$ cat src/hw/rtl/ihc_pkg.sv
`default_nettype none

package ihc_pkg;

    localparam int WORD_W      = 16;
    localparam int COUNT_W     = 6;
    localparam int HLEN_W      = 4;
    localparam int TTL_W       = 8;
    localparam int ADDR_W      = 32;
    localparam int VERSION_W   = 4;

    localparam logic [VERSION_W-1:0] IPV4_VERSION = 4'd4;
    localparam logic [HLEN_W-1:0]    MIN_HLEN     = 4'd4;
    localparam logic [WORD_W-1:0]    SUM_GOOD     = 16'hffff;
    localparam logic [ADDR_W-1:0]    BCAST_ADDR   = 32'hffff_ffff;
    localparam logic [COUNT_W-1:0]   COUNT_MAX    = 6'd63;

    // word positions within the header
    localparam logic [COUNT_W-1:0]   IDX_VER_HLEN = 6'd0;
    localparam logic [COUNT_W-1:0]   IDX_TTL      = 6'd4;
    localparam logic [COUNT_W-1:0]   IDX_DST_HI   = 6'd8;
    localparam logic [COUNT_W-1:0]   IDX_DST_LO   = 6'd9;

    typedef enum logic [2:0] {
        VERDICT_OK       = 3'd0,
        VERDICT_VERSION  = 3'd1,
        VERDICT_HLEN     = 3'd2,
        VERDICT_TTL      = 3'd3,
        VERDICT_CHECKSUM = 3'd4,
        VERDICT_DEST     = 3'd5
    } verdict_t;

    typedef struct packed {
        logic [WORD_W-1:0] packet_word;
        logic              last_word;
    } ihc_in_t;

    typedef struct packed {
        verdict_t          verdict;
        logic [HLEN_W-1:0] header_words;
        logic [TTL_W-1:0]  time_to_live;
        logic              is_broadcast;
    } ihc_out_t;

endpackage

`default_nettype wire

$ cat src/hw/rtl/ihc_core.sv
`default_nettype none

module ihc_core
    import ihc_pkg::*;
(
    input  wire logic              aclk,
    input  wire logic              aresetn,
    input  wire logic              step,
    input  wire ihc_in_t           word_in,
    input  wire logic [ADDR_W-1:0] local_address,
    output ihc_out_t               result
);

    logic [COUNT_W-1:0]   word_count_reg, word_count_next;
    logic [WORD_W-1:0]    sum_reg, sum_next;
    logic [VERSION_W-1:0] version_reg, version_next;
    logic [HLEN_W-1:0]    hlen_reg, hlen_next;
    logic [TTL_W-1:0]     ttl_reg, ttl_next;
    logic [ADDR_W-1:0]    dest_reg, dest_next;

    logic [WORD_W-1:0]    w;
    logic [COUNT_W-1:0]   idx;
    logic [WORD_W:0]      raw_sum;
    logic [WORD_W-1:0]    folded_sum;
    logic [COUNT_W:0]     seen_words;
    logic [COUNT_W:0]     hdr_words16;
    logic                 short_pkt;
    verdict_t             verdict;

    assign w   = word_in.packet_word;
    assign idx = word_count_reg;

    always_comb begin
        version_next = version_reg;
        hlen_next    = hlen_reg;
        ttl_next     = ttl_reg;
        dest_next    = dest_reg;
        if (idx == IDX_VER_HLEN) begin
            version_next = w[15:12];
            hlen_next    = w[11:8];
        end else if (idx == IDX_TTL) begin
            ttl_next = w[15:8];
        end else if (idx == IDX_DST_HI) begin
            dest_next = {w, dest_reg[15:0]};
        end else if (idx == IDX_DST_LO) begin
            dest_next = {dest_reg[31:16], w};
        end
    end

    // header length in 16-bit words
    assign hdr_words16 = {2'b00, hlen_next, 1'b0};
    assign seen_words  = {1'b0, idx} + 7'd1;
    assign short_pkt   = seen_words < hdr_words16;

    // end-around-carry add
    assign raw_sum    = {1'b0, sum_reg} + {1'b0, w};
    assign folded_sum = raw_sum[WORD_W-1:0] + {{(WORD_W-1){1'b0}}, raw_sum[WORD_W]};

    always_comb begin
        sum_next = sum_reg;
        if ({1'b0, idx} < hdr_words16) begin
            sum_next = folded_sum;
        end
    end

    assign word_count_next = (word_count_reg == COUNT_MAX) ? COUNT_MAX
                                                           : word_count_reg + 6'd1;

    always_comb begin
        if (version_next != IPV4_VERSION) begin
            verdict = VERDICT_VERSION;
        end else if (hlen_next <= MIN_HLEN || short_pkt) begin
            verdict = VERDICT_HLEN;
        end else if (ttl_next == '0) begin
            verdict = VERDICT_TTL;
        end else if (sum_next != SUM_GOOD) begin
            verdict = VERDICT_CHECKSUM;
        end else if (dest_next != local_address && dest_next != BCAST_ADDR) begin
            verdict = VERDICT_DEST;
        end else begin
            verdict = VERDICT_OK;
        end
    end

    assign result = {verdict, hlen_next, ttl_next, (dest_next == BCAST_ADDR)};

    always_ff @(posedge aclk) begin
        if (!aresetn) begin
            word_count_reg <= '0;
            sum_reg        <= '0;
            version_reg    <= '0;
            hlen_reg       <= '0;
            ttl_reg        <= '0;
            dest_reg       <= '0;
        end else if (step) begin
            if (word_in.last_word) begin
                word_count_reg <= '0;
                sum_reg        <= '0;
                version_reg    <= '0;
                hlen_reg       <= '0;
                ttl_reg        <= '0;
                dest_reg       <= '0;
            end else begin
                word_count_reg <= word_count_next;
                sum_reg        <= sum_next;
                version_reg    <= version_next;
                hlen_reg       <= hlen_next;
                ttl_reg        <= ttl_next;
                dest_reg       <= dest_next;
            end
        end
    end

endmodule

`default_nettype wire

$ cat config.mk
export PLATFORM = sky130hd
export DESIGN_NAME = ihc_core
export DESIGN_NICKNAME = d
export VERILOG_FILES = /design/src/hw/rtl/ihc_pkg.sv /design/src/hw/rtl/ihc_core.sv
export SDC_FILE = /design/constraint.sdc
export NUM_CORES = 1
export LEC_CHECK = 0
export ABC_AREA = 1
export BUFFER_PORTS_ARGS = -buffer_cell sky130_fd_sc_hd__buf_2
export CAP_MARGIN = 20
export CORE_ASPECT_RATIO = 0.8
export CORE_MARGIN = 10
export CORE_UTILIZATION = 30
export DETAILED_ROUTE_END_ITERATION = 8
export HOLD_SLACK_MARGIN = 0.12
export PLACE_DENSITY = 0.58
export SLEW_MARGIN = 10
export SYNTH_ARGS = -nofsm -noshare
export SYNTH_HDL_FRONTEND = slang
export SYNTH_SLANG_ARGS = --single-unit
$ cat constraint.sdc
create_clock -name aclk -period 3.24 [get_ports aclk]
set_input_delay 0.162 -clock aclk [delete_from_list [all_inputs] [get_ports aclk]]
set_output_delay 0.162 -clock aclk [all_outputs]
set_load 0.05 [all_outputs]
==> reports/qor.csv, run 1 <==
metric,value,unit
status,finished with violations,
violated checks,negative setup slack,
Largest register FFs,32,
"top cells by area, synth","dfxtp_1 (23%), nand2_1 (20%), inv_1 (8.4%)",
Commonest cells post-synth,"nand2_1 (329), inv_1 (139), nor2_1 (86)",
Yosys cell types,46,
Final Setup Violations,8,
clk buf depth,2,
largest net degree at the start of global routing,54,
area grow syn2layout,35.2,%
vias per inst,4.77,
syn_nets,1112,
initial cell density of the core,30.9,%
reg2reg end,sum_reg[12],
synthesized flop and latch total,70,
layout cells sized above 1,29.0,%
wire per inst,14.1,um
crit share post-route,128,%
Setup Skew,10.8,ps
total core area,20000,um^2
P_leak,0.00407,uW
post-synth top area share,22.7,%
grt ovf,0,
Die X,181,um
Nets,1302,
Worst Hold Endpoint,idx[5],
die area,26800,um^2
CP most frequent cell,nand2_2,
max_slew headroom,59.0,%
min-delay src,aresetn,
DRT iter0 DRCs,533,
# rows,46,
Fin. Hold Viols,0,
Post-CTS Hold Fix Bufs,0,
I/O pin cnt,68,
Final ANT Viol Nets,0,
top sig layer,met4,
Filler cells,2134,
Main synth FF type,dfxtp_1,
max frequency,0.241,GHz
Vias,7123,
final worst slack,-916,ps
Max stage delay on crit path,350,ps
Worst Reg2Reg Path Length in Cells,26,
number of synthesized flops with an enable pin,0,
I/O Buffers,67,
Hold Path Class,input pin to flop,
H-tree Lvls,3,
"Max stage delay cell, worst path",dfxtp_2,
DR WL met3,1.36,mm
total power,2830,uW
met1 wire length,10.8,mm
RSZ-0062 raised after global routing,yes,
Crit path max-delay family,simple AND/OR/NAND/NOR gates,
met2 wire length,8.76,mm
Worst-Skew Late Latency,340,ps
"critical path fanouts, max",2,
Tot GR Track Use,15.2,%
HPWL Detailed,16.1,mm
R2R setup slack,-120,ps
CTS root buf,clkbuf_16,
WHS Path Cells,3,
setup TNS,-2200,ps
pre-CTS setup slack,-724,ps
# clock sinks,70,
crit path kind,flop to output port,
most numerous cell in the Yosys netlist,nand2_1,
"Req. time, crit path",3080,ps
Routed WL,21.0,mm
first-pass GRT wire length,33.9,mm
ys async rst share,0,%
P per Cell Area,338,nW/um^2
TritonCTS Buffers,9,
max cap viols,0,
DRC viols,0,
syn_area_per_cell,5.99,um^2
Die Height,148,um
CP Capture Type,output port,
CTS tree,done,
Critical Path AT,3990,ps
Max IR drop VDD,0.229,mV
hold slack,341,ps
Final min period,4160,ps
1st-pass router iterations,5,
vias in the first global route,6633,
Final Max Slew Viols,0,
Mapped Area,6180,um^2
Worst R2R Start,sum_reg[0],
worst path bufs/invs,5,
crit path launch type,flop,
initial antenna violation count,1,
global placement routability congestion,0.884,
clock-pin slew on the worst setup and hold paths,60,ps
Worst-Margin Slew,615,ps
placed cells,1438,
Layout Cells excl Fill,1492,
synthesized instance count,1032,
sequential-to-total area share from yosys stat,22.7,%
"Warnings, synthesis",0,
leading area contributor after synthesis,dfxtp_1,
power by group:
part           switching (uW)  internal (uW)  leakage (uW)
Sequential               11.6            878      0.000567
Combinational             463            314       0.00333
Clock                     404            755      0.000166
Total                     879           1950       0.00407
layer usage:
layer	global-route usage, %	vias up
li1	-	3674
met3	3.06	14
met2	22.9	174
met4	2.01	0
met1	22.1	3261
met5	0	-
cells in the final DEF (no fill, tap or decap), types with 3 or more instances in the layout:
| cell | count |
|---|---|
| xnor2_1 | 8 |
| nand4_1 | 18 |
| or2_2 | 6 |
| dfxtp_1 | 69 |
| o22ai_1 | 17 |
| buf_6 | 4 |
| buf_4 | 140 |
| buf_2 | 64 |
| clkbuf_16 | 9 |
| nor2_1 | 78 |
| nand3b_1 | 3 |
| nor2_2 | 7 |
| nand2_4 | 4 |
| nor4_1 | 6 |
| o21ai_1 | 5 |
| inv_2 | 8 |
| a21oi_2 | 6 |
| o21ai_0 | 19 |
| nand3_2 | 15 |
| nor2_4 | 6 |
| nor3_1 | 5 |
| inv_1 | 135 |
| a21oi_1 | 65 |
| nand3_1 | 69 |
| nand2_2 | 38 |
| ha_1 | 24 |
| o21ai_2 | 23 |
| mux2i_1 | 3 |
| bufinv_16 | 3 |
| nand2_1 | 315 |
| xor2_1 | 18 |
worst reg2reg max path, stage by stage, from the launching register on:
cell,delay (ps)
dfxtp_2,350
ha_4,130
inv_2,30
fa_2,340
inv_2,70
nand2_2,60
nand2_2,80
nand3_2,90
nand2_2,100
nand3_2,80
nand2_2,90
a21oi_2,60
o21bai_1,160
ha_2,240
ha_4,150
inv_2,30
nor2_1,90
nand3_1,120
nor2_2,120
nand2_2,110
nor3_2,210
buf_4,150
nand3_1,60
nand2_1,90
nand2_1,70
nand3_1,80
a21oi_1,70
through the flow:
step | cell area [um^2] | utilization (%)
4_1_cts | 8170 | 40.8
3_3_place_gp | 7560 | 37.7
2_1_floorplan | 6250 | -
6_report | 8360 | 41.7
5_1_grt | 8360 | 41.7
3_5_place_dp | 7560 | 37.7
cells by family (layout without fill, tap and decap cells):
logic type / Yosys count / in the layout / synth area share [%]
and+or+nand+nor: 583 / 583 / 41.6
adders and majority gates: 28 / 28 / 5.79
xor gates and xnor gates: 26 / 26 / 3.68
buffers and inverters: 180 / 375 / 12.3
DFF: 70 / 70 / 22.7
muxes: 3 / 3 / 0.486
AOI/OAI and AO/OA: 142 / 142 / 13.5
other: 0 / 1 / 0
cell type report:
cell class	instances	area (um^2)	share of cell area (%)
Tap cell	264	330	3.95
Timing Repair Buffer	213	1490	17.9
Clock inverter	7	120	1.44
Antenna cell	1	2.50	0.0299
Inverter	146	551	6.58
Sequential cell	70	1400	16.8
Clock buffer	9	225	2.69
Multi-Input combinational cell	782	4240	50.7
what timing repair did:
item                                    4_1_cts  5_1_grt
buffers inserted                             29        8
endpoints found under the setup margin       10       14
pin swaps                                    16        9
resized for setup                            15       35
worst max-delay path by stage:
stage	from	endpoint	slack, ps	depth (start not counted)
after floorplan	sum_reg[0]	result[13]	-220	30
after global placement	sum_reg[0]	result[13]	-630	31
after detailed placement	sum_reg[0]	result[13]	-720	31
after CTS	sum_reg[0]	result[15]	-780	30
after global routing	sum_reg[0]	result[13]	-1170	29
final	sum_reg[0]	result[13]	-920	29
Note: power is estimated with default switching activity, not from simulation.
==> run 2: changes to the inputs <==
--- a/config.mk
+++ b/config.mk
@@ -14,6 +14,7 @@
 export DETAILED_ROUTE_END_ITERATION = 8
 export HOLD_SLACK_MARGIN = 0.12
 export PLACE_DENSITY = 0.58
+export RECOVER_POWER = 50
 export SLEW_MARGIN = 10
 export SYNTH_ARGS = -nofsm -noshare
 export SYNTH_HDL_FRONTEND = slang
==> run 2 against run 1 <==
The flow still finishes with violations (negative setup slack). First-iteration DRC count decreased by 0.56%. Power decreased by 0.17%. Critical endpoint unchanged. Global-route usage unchanged. Highest routed layer unchanged. Worst hold slack got worse by 12 ps. Final cell count unchanged.
==> reports/qor.csv, run 2 (synthesis gave the netlist of run 1 again) <==
metric,value,unit,change
status,finished with violations,,
violated checks,negative setup slack,,
Tot GR Track Use,15.2,%,unchanged
CTS root buf,clkbuf_16,,
"Max stage delay cell, worst path",dfxtp_2,,
Vias,7111,,-0.17%
max_slew headroom,47.6,%,-11 points
I/O Buffers,67,,unchanged
# clock sinks,70,,unchanged
Fin. Hold Viols,0,,unchanged
layout cells sized above 1,27.2,%,-1.8 points
die area,26800,um^2,unchanged
min-delay src,aresetn,,
TritonCTS Buffers,9,,unchanged
Die Height,148,um,unchanged
max cap viols,0,,unchanged
# rows,46,,unchanged
"commonest non-fill, non-tap cells in the layout","nand2_1 (318), inv_1 (135), buf_4 (133)",,
CP most frequent cell,nand2_2,,
total core area,20000,um^2,unchanged
"commonest non-fill, non-tap cell in the layout",nand2_1,,
Switching Share,31.1,%,+0.033 points
Final Max Slew Viols,0,,unchanged
Routed WL,21.1,mm,+0.22%
"critical path fanouts, max",2,,unchanged
crit path launch type,flop,,
"Req. time, crit path",3080,ps,about the same
multi-input logic area,4180,um^2,-1.3%
placed cells,1438,,unchanged
P_leak,0.00403,uW,-0.90%
vias per inst,4.77,,-0.17%
Nets,1302,,unchanged
initial antenna violation count,1,,unchanged
NetSw,878,uW,about the same
clk buf depth,2,,unchanged
crit share post-route,128,%,about the same
first-pass GRT wire length,33.9,mm,unchanged
Final min period,4160,ps,+0.741 ps
Int Power,1940,uW,-0.22%
wire per inst,14.1,um,+0.22%
Gate power share,27.3,%,-0.2 points
DRC viols,0,,unchanged
global placement routability congestion,0.884,,unchanged
Post-CTS Hold Fix Bufs,0,,unchanged
RSZ-0062 raised after global routing,yes,,
Hold Path Class,input pin to flop,,
area grow syn2layout,33.8,%,
initial cell density of the core,30.9,%,unchanged
max frequency,0.241,GHz,about the same
1st-pass router iterations,5,,unchanged
grt ovf,0,,unchanged
vias in the first global route,6633,,unchanged
pre-CTS setup slack,-724,ps,unchanged
Final ANT Viol Nets,0,,unchanged
final worst slack,-916,ps,-0.741 ps
Max stage delay on crit path,350,ps,about the same
Final Setup Violations,9,,+1
register area,1400,um^2,unchanged
Worst-Margin Slew,778,ps,+163 ps
clock-pin slew on the worst setup and hold paths,60,ps,about the same
Layout Cells excl Fill,1492,,unchanged
crit path kind,flop to output port,,
largest net degree at the start of global routing,54,,unchanged
I/O pin cnt,68,,unchanged
Seq pwr share,31.5,%,about the same
H-tree Lvls,3,,unchanged
CP Capture Type,output port,,
CTS tree,done,,
Largest register FFs,32,,unchanged
Setup Skew,11.9,ps,+1.13 ps
Critical Path AT,3990,ps,about the same
HPWL Detailed,16.1,mm,unchanged
Filler cells,2153,,+0.89%
Worst-Skew Late Latency,340,ps,about the same
Die X,181,um,unchanged
clock group share of total power,41.1,%,about the same
DRT iter0 DRCs,530,,-0.56%
beginning of the critical path,sum_reg[0],,
P per Cell Area,341,nW/um^2,+0.85%
Worst R2R Start,sum_reg[0],,
Max IR drop VDD,0.215,mV,-6.0%
[run 2: changes by cell type in the layout (fill, tap and decap cells not counted)]
cell,change
buf_4,-7
buf_6,-1
clkbuf_1,+7
clkbuf_4,+1
nand2_1,+3
nand2_2,-3
nand3_1,+2
nand3_2,-2
o21ai_0,+10
o21ai_2,-10
[run 2: metal layers]
layer	GRT usage (%)	vias up	part of all wire, %
met5	0	-	0
met2	22.9	164	42
met3	3.06	17	5.7
met1	22.1	3253	52
met4	2.01	0	0.75
li1	-	3677	-
[run 2: worst max-delay path: cells and delay by family (launching register included)]
| kind | cells | cell delay, ps |
|---|---|---|
| simple gates | 15 | 1360 |
| fa+ha+maj | 4 | 860 |
| compound gates | 4 | 510 |
| buf+inv | 5 | 430 |
| flops | 1 | 350 |
| xor+xnor | 1 | 130 |
[run 2: power by group through the flow]
| stage | combinational (uW) | sequential [uW] | clock [uW] |
|---|---|---|---|
| after global placement | 703 | 909 | 0 |
| after CTS | 734 | 890 | 1170 |
| after global routing | 858 | 891 | 1210 |
| final | 771 | 890 | 1160 |
| after floorplan | 410 | 907 | 0 |
| after detailed placement | 704 | 909 | 0 |
[run 2: path summary, 6_finish.rpt]
check	slack, ps	end	cells after the start
max	-920	result[13]	29
max reg2reg	-110	sum_reg[12]	26
min reg2reg	460	ttl_reg[1]	2
min	330	idx[5]	3
[run 2: final cells by class]
class	instances	share of cell area (%)
Multi-Input combinational cell	782	50.5
Timing Repair Buffer	213	17.7
Sequential cell	70	16.9
Inverter	146	6.65
Tap cell	264	3.99
Clock buffer	9	2.72
Clock inverter	7	1.45
Antenna cell	1	0.0302
[run 2: what timing repair did]
item                                    CTS  global route
setup buffers                            29             8
gates resized for setup                  15            35
pin swaps                                16             9
endpoints found under the setup margin   10            14
[run 2: through the flow]
| stage | hold WS (ps) | area [um^2] | util, % | TNS (ps) | power [uW] |
|---|---|---|---|---|---|
| after detailed placement | 457 | 7560 | 37.7 | -1790 | 1610 |
| after global routing | 389 | 8270 | 41.3 | -4840 | 2960 |
| final | 329 | 8280 | 41.3 | -2410 | 2820 |
| after CTS | 332 | 8170 | 40.8 | -1550 | 2800 |
| after floorplan | 431 | 6250 | - | -419 | 1320 |
| after global placement | 453 | 7560 | 37.7 | -1240 | 1610 |
